`src/rtl/stream_pattern_replace_macros.svh`:
```
// ----------------------------------------------------------------------------
// stream_pattern_replace assertion macros
// Shared assertion wrappers, clocked on clk and disabled while rst_n is low.
// ----------------------------------------------------------------------------
`ifndef STREAM_PATTERN_REPLACE_MACROS_SVH
`define STREAM_PATTERN_REPLACE_MACROS_SVH

// Same-cycle implication.
`define SPR_ASSERT_IMP(name, ante, cons) \
name: assert property (@(posedge clk) disable iff (!rst_n) (ante) |-> (cons)) \
    else $error("stream_pattern_replace: same-cycle check failed");

// Next-cycle implication.
`define SPR_ASSERT_NEXT(name, ante, cons) \
name: assert property (@(posedge clk) disable iff (!rst_n) (ante) |=> (cons)) \
    else $error("stream_pattern_replace: next-cycle check failed");

`endif

```
`src/rtl/spr_pkg.sv`:
```
// ----------------------------------------------------------------------------
// spr_pkg
// Types, constants and helpers shared by the pattern replace block.
// ----------------------------------------------------------------------------
package spr_pkg;

    localparam int MAX_PATTERN_DEF     = 8;
    localparam int MAX_REPLACEMENT_DEF = 8;
    localparam int QUEUE_DEPTH         = 2;
    localparam int CFG_DATA_W          = 64;
    localparam int CFG_ADDR_W          = 5;

    // Register indexes on the configuration port (byte address is 8 * index).
    typedef enum logic [1:0] {
        REG_PATTERN_BYTES     = 2'd0,
        REG_PATTERN_LEN       = 2'd1,
        REG_REPLACEMENT_BYTES = 2'd2,
        REG_REPLACEMENT_LEN   = 2'd3
    } cfg_reg_t;

    typedef enum logic [2:0] {
        ST_IDLE,
        ST_SCAN,
        ST_DRAIN,
        ST_REPL,
        ST_LIT,
        ST_FLUSH,
        ST_DONE
    } back_state_t;

    // One queued source byte.
    typedef struct packed {
        logic [7:0] data;
        logic       last;
    } item_t;

    typedef struct packed {
        logic empty;
        logic full;
    } front_status_t;

    // Request from the sequencer to the output stage.
    typedef struct packed {
        logic       emit;
        logic       fin;
        logic [7:0] data;
        logic       str_end;
    } push_t;

    typedef struct packed {
        back_state_t state;
        logic        held_at_max;
    } back_status_t;

    typedef struct packed {
        logic pend_valid;
        logic ready;
    } out_status_t;

    function automatic logic [7:0] byte_at(logic [63:0] word, logic [2:0] idx);
        return word[{idx, 3'b000} +: 8];
    endfunction

endpackage

```
`src/rtl/spr_front.sv`:
```
// ----------------------------------------------------------------------------
// spr_front
// Input side: accepts source bytes and queues them for the sequencer.
// ----------------------------------------------------------------------------
module spr_front (
    input  logic                   clk,
    input  logic                   rst_n,
    input  logic                   src_valid,
    input  logic [7:0]             in_byte,
    input  logic                   in_end,
    output logic                   src_stall,
    input  logic                   pop,
    output spr_pkg::item_t         item,
    output spr_pkg::front_status_t status
);

    localparam int PW = (spr_pkg::QUEUE_DEPTH > 1) ? $clog2(spr_pkg::QUEUE_DEPTH) : 1;
    localparam int NW = $clog2(spr_pkg::QUEUE_DEPTH + 1);

    spr_pkg::item_t  q_mem_reg [spr_pkg::QUEUE_DEPTH];
    logic [PW-1:0]   wptr_reg;
    logic [PW-1:0]   wptr_next;
    logic [PW-1:0]   rptr_reg;
    logic [PW-1:0]   rptr_next;
    logic [NW-1:0]   cnt_reg;
    logic [NW-1:0]   cnt_next;
    logic            push_in;
    logic            pop_out;

    assign status.empty = (cnt_reg == '0);
    assign status.full  = (cnt_reg == NW'(spr_pkg::QUEUE_DEPTH));
    assign src_stall    = status.full;
    assign push_in      = src_valid && !status.full;
    assign pop_out      = pop && !status.empty;
    assign item         = q_mem_reg[rptr_reg];

    always_comb
    begin
        wptr_next = wptr_reg;
        rptr_next = rptr_reg;
        cnt_next  = cnt_reg;
        if (push_in)
        begin
            wptr_next = (wptr_reg == PW'(spr_pkg::QUEUE_DEPTH - 1)) ? '0 : wptr_reg + 1'b1;
        end
        if (pop_out)
        begin
            rptr_next = (rptr_reg == PW'(spr_pkg::QUEUE_DEPTH - 1)) ? '0 : rptr_reg + 1'b1;
        end
        if (push_in && !pop_out)
        begin
            cnt_next = cnt_reg + 1'b1;
        end
        else if (pop_out && !push_in)
        begin
            cnt_next = cnt_reg - 1'b1;
        end
    end

    always_ff @(posedge clk or negedge rst_n)
    begin
        if (!rst_n)
        begin
            wptr_reg <= '0;
            rptr_reg <= '0;
            cnt_reg  <= '0;
        end
        else
        begin
            wptr_reg <= wptr_next;
            rptr_reg <= rptr_next;
            cnt_reg  <= cnt_next;
        end
    end

    always_ff @(posedge clk)
    begin
        if (push_in)
        begin
            q_mem_reg[wptr_reg] <= '{data: in_byte, last: in_end};
        end
    end

endmodule

```
`src/rtl/spr_back.sv`:
```
// ----------------------------------------------------------------------------
// spr_back
// Sequencer: holds candidate bytes, matches them against the pattern and
// issues at most one output request per cycle while the output stage is ready.
// ----------------------------------------------------------------------------
module spr_back #(
    parameter int MAX_PATTERN     = spr_pkg::MAX_PATTERN_DEF,
    parameter int MAX_REPLACEMENT = spr_pkg::MAX_REPLACEMENT_DEF
) (
    input  logic                   clk,
    input  logic                   rst_n,
    input  spr_pkg::item_t         item,
    input  spr_pkg::front_status_t q_status,
    output logic                   pop,
    input  logic [63:0]            pattern_bytes,
    input  logic [3:0]             pattern_len,
    input  logic [63:0]            replacement_bytes,
    input  logic [3:0]             replacement_len,
    input  spr_pkg::out_status_t   out_st,
    output spr_pkg::push_t         push,
    output spr_pkg::back_status_t  status
);

    localparam int CW = $clog2(MAX_PATTERN + 1);
    localparam int RW = $clog2(MAX_REPLACEMENT + 2);

    spr_pkg::back_state_t state_reg;
    spr_pkg::back_state_t state_next;
    spr_pkg::back_state_t after_state;
    logic [7:0]           held_reg  [MAX_PATTERN];
    logic [7:0]           held_next [MAX_PATTERN];
    logic [CW-1:0]        count_reg;
    logic [CW-1:0]        count_next;
    logic [RW-1:0]        ridx_reg;
    logic [RW-1:0]        ridx_next;
    logic [7:0]           byte_reg;
    logic [7:0]           byte_next;
    logic                 end_reg;
    logic                 end_next;
    logic [CW-1:0]        plen;
    logic [RW-1:0]        rlen;
    logic                 prefix_ok;
    logic                 do_shift;

    assign plen = (pattern_len > 4'(MAX_PATTERN)) ? CW'(MAX_PATTERN) : CW'(pattern_len);
    assign rlen = (replacement_len > 4'(MAX_REPLACEMENT)) ?
                  RW'(MAX_REPLACEMENT) : RW'(replacement_len);
    assign after_state = end_reg ? spr_pkg::ST_FLUSH : spr_pkg::ST_DONE;

    assign status.state       = state_reg;
    assign status.held_at_max = (count_reg >= CW'(MAX_PATTERN));

    // All held bytes agree with the start of the pattern.
    always_comb
    begin
        prefix_ok = 1'b1;
        for (int i = 0; i < MAX_PATTERN; i++)
        begin
            if ((CW'(i) < count_reg) && (held_reg[i] != pattern_bytes[8*i +: 8]))
            begin
                prefix_ok = 1'b0;
            end
        end
    end

    always_comb
    begin
        state_next = state_reg;
        held_next  = held_reg;
        count_next = count_reg;
        ridx_next  = ridx_reg;
        byte_next  = byte_reg;
        end_next   = end_reg;
        pop        = 1'b0;
        push       = '0;
        do_shift   = 1'b0;

        case (state_reg)
            spr_pkg::ST_IDLE:
            begin
                if (!q_status.empty)
                begin
                    pop       = 1'b1;
                    byte_next = item.data;
                    end_next  = item.last;
                    ridx_next = '0;
                    if (plen == '0)
                    begin
                        state_next = spr_pkg::ST_DRAIN;
                    end
                    else
                    begin
                        for (int i = 0; i < MAX_PATTERN; i++)
                        begin
                            if (count_reg == CW'(i))
                            begin
                                held_next[i] = item.data;
                            end
                        end
                        count_next = count_reg + 1'b1;
                        state_next = spr_pkg::ST_SCAN;
                    end
                end
            end
            spr_pkg::ST_SCAN:
            begin
                if (out_st.ready)
                begin
                    if (count_reg == '0)
                    begin
                        state_next = after_state;
                    end
                    else if (count_reg > plen)
                    begin
                        do_shift = 1'b1;
                    end
                    else if (prefix_ok && (count_reg == plen))
                    begin
                        count_next = '0;
                        ridx_next  = '0;
                        state_next = spr_pkg::ST_REPL;
                    end
                    else if (prefix_ok)
                    begin
                        state_next = after_state;
                    end
                    else
                    begin
                        do_shift = 1'b1;
                    end
                end
            end
            spr_pkg::ST_DRAIN:
            begin
                if (out_st.ready)
                begin
                    if (count_reg == '0)
                    begin
                        state_next = spr_pkg::ST_REPL;
                    end
                    else
                    begin
                        do_shift = 1'b1;
                    end
                end
            end
            spr_pkg::ST_REPL:
            begin
                if (out_st.ready)
                begin
                    if (ridx_reg == rlen)
                    begin
                        state_next = (plen == '0) ? spr_pkg::ST_LIT : after_state;
                    end
                    else
                    begin
                        push.emit = 1'b1;
                        push.data = spr_pkg::byte_at(replacement_bytes, 3'(ridx_reg));
                        ridx_next = ridx_reg + 1'b1;
                    end
                end
            end
            spr_pkg::ST_LIT:
            begin
                if (out_st.ready)
                begin
                    push.emit  = 1'b1;
                    push.data  = byte_reg;
                    state_next = after_state;
                end
            end
            spr_pkg::ST_FLUSH:
            begin
                if (out_st.ready)
                begin
                    if (count_reg == '0)
                    begin
                        state_next = spr_pkg::ST_DONE;
                    end
                    else
                    begin
                        do_shift = 1'b1;
                    end
                end
            end
            spr_pkg::ST_DONE:
            begin
                if (out_st.ready)
                begin
                    push.fin     = 1'b1;
                    push.str_end = end_reg;
                    state_next   = spr_pkg::ST_IDLE;
                end
            end
            default:
            begin
                state_next = spr_pkg::ST_IDLE;
            end
        endcase

        // Release the oldest held byte and move the rest down.
        if (do_shift)
        begin
            push.emit = 1'b1;
            push.data = held_reg[0];
            for (int i = 0; i < MAX_PATTERN - 1; i++)
            begin
                held_next[i] = held_reg[i + 1];
            end
            count_next = count_reg - 1'b1;
        end
    end

    always_ff @(posedge clk or negedge rst_n)
    begin
        if (!rst_n)
        begin
            state_reg <= spr_pkg::ST_IDLE;
            count_reg <= '0;
            ridx_reg  <= '0;
        end
        else
        begin
            state_reg <= state_next;
            count_reg <= count_next;
            ridx_reg  <= ridx_next;
        end
    end

    always_ff @(posedge clk)
    begin
        held_reg <= held_next;
        byte_reg <= byte_next;
        end_reg  <= end_next;
    end

endmodule

```
`src/rtl/spr_out.sv`:
```
// ----------------------------------------------------------------------------
// spr_out
// Output side: keeps the latest byte back one step so its run_last and
// string_end flags are known, then presents it in the output register.
// ----------------------------------------------------------------------------
module spr_out (
    input  logic                 clk,
    input  logic                 rst_n,
    input  spr_pkg::push_t       push,
    input  logic                 dst_stall,
    output logic                 dst_valid,
    output logic [7:0]           out_byte,
    output logic                 out_valid,
    output logic                 string_end,
    output logic                 run_last,
    output spr_pkg::out_status_t status
);

    logic       pend_valid_reg;
    logic       pend_valid_next;
    logic [7:0] pend_byte_reg;
    logic [7:0] pend_byte_next;
    logic       full_reg;
    logic       full_next;
    logic [7:0] ob_reg;
    logic [7:0] ob_next;
    logic       ov_reg;
    logic       ov_next;
    logic       se_reg;
    logic       se_next;
    logic       rl_reg;
    logic       rl_next;
    logic       out_free;
    logic       load;

    assign out_free          = !full_reg || !dst_stall;
    assign status.pend_valid = pend_valid_reg;
    assign status.ready      = out_free;

    assign dst_valid  = full_reg;
    assign out_byte   = ob_reg;
    assign out_valid  = ov_reg;
    assign string_end = se_reg;
    assign run_last   = rl_reg;

    always_comb
    begin
        pend_valid_next = pend_valid_reg;
        pend_byte_next  = pend_byte_reg;
        load            = 1'b0;
        ob_next         = ob_reg;
        ov_next         = ov_reg;
        se_next         = se_reg;
        rl_next         = rl_reg;

        if (push.emit)
        begin
            if (pend_valid_reg)
            begin
                load    = 1'b1;
                ob_next = pend_byte_reg;
                ov_next = 1'b1;
                se_next = 1'b0;
                rl_next = 1'b0;
            end
            pend_valid_next = 1'b1;
            pend_byte_next  = push.data;
        end
        else if (push.fin)
        begin
            if (pend_valid_reg)
            begin
                load            = 1'b1;
                ob_next         = pend_byte_reg;
                ov_next         = 1'b1;
                se_next         = push.str_end;
                rl_next         = 1'b1;
                pend_valid_next = 1'b0;
            end
            else if (push.str_end)
            begin
                // Nothing was produced for the closing byte: send a bare marker.
                load    = 1'b1;
                ob_next = '0;
                ov_next = 1'b0;
                se_next = 1'b1;
                rl_next = 1'b1;
            end
        end

        if (load)
        begin
            full_next = 1'b1;
        end
        else if (out_free)
        begin
            full_next = 1'b0;
        end
        else
        begin
            full_next = full_reg;
        end
    end

    always_ff @(posedge clk or negedge rst_n)
    begin
        if (!rst_n)
        begin
            pend_valid_reg <= 1'b0;
            full_reg       <= 1'b0;
        end
        else
        begin
            pend_valid_reg <= pend_valid_next;
            full_reg       <= full_next;
        end
    end

    always_ff @(posedge clk)
    begin
        pend_byte_reg <= pend_byte_next;
        ob_reg        <= ob_next;
        ov_reg        <= ov_next;
        se_reg        <= se_next;
        rl_reg        <= rl_next;
    end

endmodule

```
`src/rtl/stream_pattern_replace.sv`:
```
// ----------------------------------------------------------------------------
// stream_pattern_replace
// Streaming find-and-replace of a configured pattern over a byte string.
// ----------------------------------------------------------------------------
// Usage:
// Source bytes enter on the src channel (src_valid, src_stall, in_byte,
// in_end); a transaction completes on a clock edge with src_valid high and
// src_stall low. in_end marks the last byte of a string. Results leave on the
// dst channel (dst_valid, dst_stall) with out_byte, out_valid, string_end and
// run_last. A closing byte that leaves nothing to send produces one bare
// marker transaction with out_valid low.
// Configuration is written over the APB port while no transaction is in
// flight; registers sit at byte addresses 0, 8, 16 and 24.
// The sequencer takes a new byte from the queue only once it is through with
// the last one, and issues at most one result per cycle while the output
// stage is ready; a full match or an empty pattern adds the replacement
// bytes, and the closing byte of a string also flushes the held bytes.
// A two-entry input queue lets the source run ahead while the sequencer
// works, and the output register holds a result while dst_stall is high;
// a stalled receiver pauses the sequencer and, once the queue fills, the
// source. Reset empties the queue, the held bytes and the output register
// and clears all configuration registers to zero.
// ----------------------------------------------------------------------------
`include "stream_pattern_replace_macros.svh"

module stream_pattern_replace #(
    parameter int MAX_PATTERN     = spr_pkg::MAX_PATTERN_DEF,
    parameter int MAX_REPLACEMENT = spr_pkg::MAX_REPLACEMENT_DEF
) (
    input  logic                           clk,
    input  logic                           rst_n,
    // Source channel
    input  logic                           src_valid,
    output logic                           src_stall,
    input  logic [7:0]                     in_byte,
    input  logic                           in_end,
    // Result channel
    output logic                           dst_valid,
    input  logic                           dst_stall,
    output logic [7:0]                     out_byte,
    output logic                           out_valid,
    output logic                           string_end,
    output logic                           run_last,
    // Configuration port
    input  logic                           psel,
    input  logic                           penable,
    input  logic                           pwrite,
    input  logic [spr_pkg::CFG_ADDR_W-1:0] paddr,
    input  logic [spr_pkg::CFG_DATA_W-1:0] pwdata,
    output logic [spr_pkg::CFG_DATA_W-1:0] prdata,
    output logic                           pready
);

    logic [63:0]            pattern_bytes_reg;
    logic [3:0]             pattern_len_reg;
    logic [63:0]            replacement_bytes_reg;
    logic [3:0]             replacement_len_reg;
    spr_pkg::cfg_reg_t      cfg_sel;
    logic                   cfg_write;

    spr_pkg::item_t         item;
    spr_pkg::front_status_t front_st;
    spr_pkg::back_status_t  back_st;
    spr_pkg::out_status_t   out_st;
    spr_pkg::push_t         push;
    logic                   pop;

    // Registers are eight bytes apart; the low address bits are ignored.
    assign pready    = 1'b1;
    assign cfg_sel   = spr_pkg::cfg_reg_t'(paddr[4:3]);
    assign cfg_write = psel && penable && pwrite;

    always_ff @(posedge clk or negedge rst_n)
    begin
        if (!rst_n)
        begin
            pattern_bytes_reg     <= '0;
            pattern_len_reg       <= '0;
            replacement_bytes_reg <= '0;
            replacement_len_reg   <= '0;
        end
        else if (cfg_write)
        begin
            case (cfg_sel)
                spr_pkg::REG_PATTERN_BYTES:     pattern_bytes_reg     <= pwdata;
                spr_pkg::REG_PATTERN_LEN:       pattern_len_reg       <= pwdata[3:0];
                spr_pkg::REG_REPLACEMENT_BYTES: replacement_bytes_reg <= pwdata;
                spr_pkg::REG_REPLACEMENT_LEN:   replacement_len_reg   <= pwdata[3:0];
                default:                        pattern_len_reg       <= pattern_len_reg;
            endcase
        end
    end

    always_comb
    begin
        case (cfg_sel)
            spr_pkg::REG_PATTERN_BYTES:     prdata = pattern_bytes_reg;
            spr_pkg::REG_PATTERN_LEN:       prdata = 64'(pattern_len_reg);
            spr_pkg::REG_REPLACEMENT_BYTES: prdata = replacement_bytes_reg;
            spr_pkg::REG_REPLACEMENT_LEN:   prdata = 64'(replacement_len_reg);
            default:                        prdata = '0;
        endcase
    end

    // Input queue.
    spr_front u_front (
        .clk       (clk),
        .rst_n     (rst_n),
        .src_valid (src_valid),
        .in_byte   (in_byte),
        .in_end    (in_end),
        .src_stall (src_stall),
        .pop       (pop),
        .item      (item),
        .status    (front_st)
    );

    // Match sequencer with the held candidate bytes.
    spr_back #(
        .MAX_PATTERN     (MAX_PATTERN),
        .MAX_REPLACEMENT (MAX_REPLACEMENT)
    ) u_back (
        .clk               (clk),
        .rst_n             (rst_n),
        .item              (item),
        .q_status          (front_st),
        .pop               (pop),
        .pattern_bytes     (pattern_bytes_reg),
        .pattern_len       (pattern_len_reg),
        .replacement_bytes (replacement_bytes_reg),
        .replacement_len   (replacement_len_reg),
        .out_st            (out_st),
        .push              (push),
        .status            (back_st)
    );

    // Flag resolution and output register.
    spr_out u_out (
        .clk        (clk),
        .rst_n      (rst_n),
        .push       (push),
        .dst_stall  (dst_stall),
        .dst_valid  (dst_valid),
        .out_byte   (out_byte),
        .out_valid  (out_valid),
        .string_end (string_end),
        .run_last   (run_last),
        .status     (out_st)
    );

    // Between bytes fewer candidates are held than the pattern can be long.
    `SPR_ASSERT_IMP(a_held_room, back_st.state == spr_pkg::ST_IDLE, !back_st.held_at_max)
    // Every result of a byte has left the holding stage before the next byte starts.
    `SPR_ASSERT_IMP(a_pend_drained, back_st.state == spr_pkg::ST_IDLE, !out_st.pend_valid)
    // The end of a string is always the last result of its byte.
    `SPR_ASSERT_IMP(a_end_is_last, dst_valid && string_end, run_last)
    // A queued byte is always picked up by an idle sequencer.
    `SPR_ASSERT_NEXT(a_pop_starts, back_st.state == spr_pkg::ST_IDLE && !front_st.empty, back_st.state != spr_pkg::ST_IDLE)

endmodule

```
`config.mk`:
```
export PLATFORM = sky130hd
export DESIGN_NAME = stream_pattern_replace
export DESIGN_NICKNAME = d
export VERILOG_FILES = /design/src/rtl/spr_pkg.sv /design/src/rtl/spr_front.sv /design/src/rtl/spr_back.sv /design/src/rtl/spr_out.sv /design/src/rtl/stream_pattern_replace.sv
export VERILOG_INCLUDE_DIRS = /design/src /design/src/rtl
export SDC_FILE = /design/constraint.sdc
export NUM_CORES = 1
export LEC_CHECK = 0
export CORE_UTILIZATION = 55
export CTS_CLUSTER_DIAMETER = 100
export CTS_CLUSTER_SIZE = 28
export DETAILED_ROUTE_END_ITERATION = 16
export DONT_BUFFER_PORTS = 1
export PLACE_DENSITY_LB_ADDON = 0.2
export SYNTH_ARGS = -nofsm -noshare
export SYNTH_HDL_FRONTEND = slang
export SYNTH_SLANG_ARGS = --single-unit
export TNS_END_PERCENT = 5
```
`constraint.sdc`:
```
create_clock -name clk -period 4.5 [get_ports clk]
set_clock_uncertainty 0.05 [all_clocks]
set_input_delay 0.225 -clock clk [delete_from_list [all_inputs] [get_ports clk]]
set_output_delay 0.225 -clock clk [all_outputs]
set_load 0.01 [all_outputs]
```
==> run metrics <==
status complete, no violations; Period minus WS final about 3200 ps; Sw Share 0.3568; footprint of the multi-input gates between 0.005 and 0.006 mm^2; Seq. cell area approximately 0.0071 mm^2; Die Footprint approximately 0.024 mm^2; PostCTS Resize Cnt 0; CP Launch Type flip-flop; cell depth of the worst flop-to-flop path 9; grt total ovfl 0; final hold viol count 0; Synth cell types 55; initial DRC count about 560; placed insts about 1200; DRC violations left 0; Clock Power Share 0.157; Area Growth Syn to Fin 10.87%; Post-Syn Instances roughly 970; Max FO, Critical Path 10; Die Ht around 150 um; WL per Instance 23.43 um; Hold Crit Class input port to flip-flop; sequential share of the synthesized area 0.5558; Switch Pwr roughly 3.0 mW; power per standard cell area between 500 and 600 mW/mm^2; vias per inst around 6; Largest stage delay, worst path approximately 580 ps; CTS tree yes; placer's final routability congestion estimate approximately 0.83; synthesized area per cell 13.24 um^2; Final ANT Viol Nets 0; Max-slew headroom 0.2253; Max Root-Sink Buffers 3; Non-Filler Instances roughly 1300; Peak Freq roughly 310 MHz; largest net degree at the start of global routing 154; initial core utilization 0.5634; cts hold-fix bufs 76; Final Net Count 1106; Comb pwr share 0.329; Hold WS 19.98 ps; I/O Buffers 0; Worst Hold Depth 2; core box area 0.02278 mm^2; top post-synthesis cells by count 153 x dfrtp_1, 145 x mux2_2, 110 x edfxtp_1, 82 x nor2_1, 68 x mux2i_1; Pins Over Slew Limit 0; HPWL after detailed placement around 22000 um; total CTS buffers 13; clock root buffer clkbuf_16; I/O pin count 163; peak supply drop ~420 uV; Via Count 8000; Critical Path RT between 4000 and 5000 ps; Post-CTS Setup Inserts 0; first-pass GRT wire length 47420 um; count leader, synth dfrtp_1; TritonCTS Sinks around 260; clock slew at reported path FFs roughly 110 ps; ys flop type dfrtp_1; WS Path Type flip-flop to flip-flop; Yosys top cell by area dfrtp_1; final setup fails 0; FP Rows 55; fin crit share 0.7092; antenna violations before repair 0; drt total wl slightly above 30000 um; Int Pwr approximately 5.4 mW; Antenna diodes 0; H-tree levels 1; ranking of synthesized cells by area dfrtp_1 30%, edfxtp_1 26%, mux2_2 13%; top cell type's share of synthesized area 0.2984; worst-margin pin slew ~1200 ps; CP Cell Sequence inv_1 -> ha_1 -> nand2_1 -> o21ai_0 -> and4bb_1 -> nand4_1 -> o311a_2 -> nor4b_4 -> nor2b_1; Seq cells post-synth between 200 and 300; share of flip-flops with an asynchronous set or reset 0.5817; Critical Path Sink Type flip-flop; # Max-Cap Violations 0; GRT Overall Usage 0.2638; RSZ-0062 raised after global routing false; layout cell share with drive strength beyond 1 0.2030; Cell Area, Synth between 0.01 and 0.015 mm^2; die width 154.7 um; leakage about 6.0 nW; worst path arrival time 3360 ps; Mapped Nets 1066; 1st-pass router iterations 7; Post-synth EDFFs 110; Reg power frac 0.513; synthesis warning total 0; Fin Setup TNS 0 ps; CP max stage cell nor4b_4; fill count between 1500 and 2000; Skew-Pair Late Insertion Delay approximately 490 ps; via count of the first global-routing pass between 7000 and 8000
[power by group through the flow]
stage	clock (mW)	combinational, mW	sequential [mW]
after floorplan	0	2.18	3.97
after global placement	0	2.59	4.30
after detailed placement	0	2.64	4.33
after CTS	1.34	2.75	4.27
after global routing	1.43	3.00	4.36
final	1.31	2.74	4.28
[cell families (layout without fill, tap and decap cells)]
family / Yosys count / after routing / synth area share
buffers and inverters: 73 / 119 / 0.02223
AOI/OAI and AO/OA: 130 / 130 / 0.07206
adders and majority gates: 12 / 12 / 0.01170
DFF: 263 / 263 / 0.5558
and+or+nand+nor: 185 / 185 / 0.07342
xor gates and xnor gates: 72 / 72 / 0.04914
other: 1 / 1 / 0.0002922
muxes: 233 / 233 / 0.2154
[path summary, 6_finish.rpt]
| check | start | end | slack (ps) |
|---|---|---|---|
| max | u_back.count_reg[1]$_DFFE_PN0P_ | u_out.out_byte[0]$_DFFE_PP_ | 1310 |
| min | dst_stall | u_out.dst_valid$_DFFE_PN0P_ | 20 |
| max reg2reg | u_back.count_reg[1]$_DFFE_PN0P_ | u_out.out_byte[0]$_DFFE_PP_ | 1310 |
| min reg2reg | u_front.wptr_reg$_DFFE_PN0P_ | u_front.wptr_reg$_DFFE_PN0P_ | 450 |
| max in group asynchronous | rst_n | replacement_bytes_reg[55]$_DFFE_PN0P_ | 3450 |
| min in group asynchronous | rst_n | pattern_bytes_reg[26]$_DFFE_PN0P_ | 360 |
[area by class of cell]
class | count | area share
tap | 313 | 0.02753
sequential | 263 | 0.5013
multi-input combinational | 633 | 0.3816
inverter | 14 | 0.003694
timing repair buffer | 84 | 0.05980
clock buffer | 20 | 0.02471
clock inverter | 1 | 0.001407
[critical path: cells and delay by family (launching register included)]
kind                       cells  cell delay [ps]
adders and majority gates      1              280
and+or+nand+nor                5             1300
AOI/OAI and AO/OA              2              600
buffers and inverters          1              190
DFF                            1              500
[through the flow]
step / util / power (mW) / worst slack [ps] / instance area (um^2)
detailed placement: 0.5741 / 6.965 / 1319 / 13080
global placement: 0.5741 / 6.893 / 1390 / 13080
CTS: 0.6246 / 8.363 / 1303 / 14230
finish: 0.6246 / 8.331 / 1308 / 14230
floorplan: - / 6.155 / 1286 / 12830
global route: 0.6246 / 8.784 / 1044 / 14230
[cell usage in the layout, fill, tap and decap left out, types with 6 or more instances in the layout]
master         count
a21o_1            61
a21oi_1           14
a221o_1            9
buf_4              7
clkbuf_1           7
clkbuf_16         13
dfrtp_1          153
dlygate4sd3_1     75
edfxtp_1         110
ha_1              12
inv_1             13
mux2_2           145
mux2i_1           68
mux4_2            20
nand2_1           16
nand2b_1           6
nand3_1           12
nand4_1           11
nor2_1            81
nor2b_1           18
nor3_1             8
nor4_1             9
o21ai_0           20
xnor2_1           28
xor2_1            44
[layer usage]
layer	routed length, um	vias up	global-route usage	share of wire
li1	-	3615	-	-
met1	13800	4090	0.3746	0.44
met2	15090	269	0.4398	0.48
met3	1744	26	0.03699	0.056
met4	475	0	0.04432	0.015
met5	0	-	0	0
Note: power is estimated with default switching activity, not from simulation.
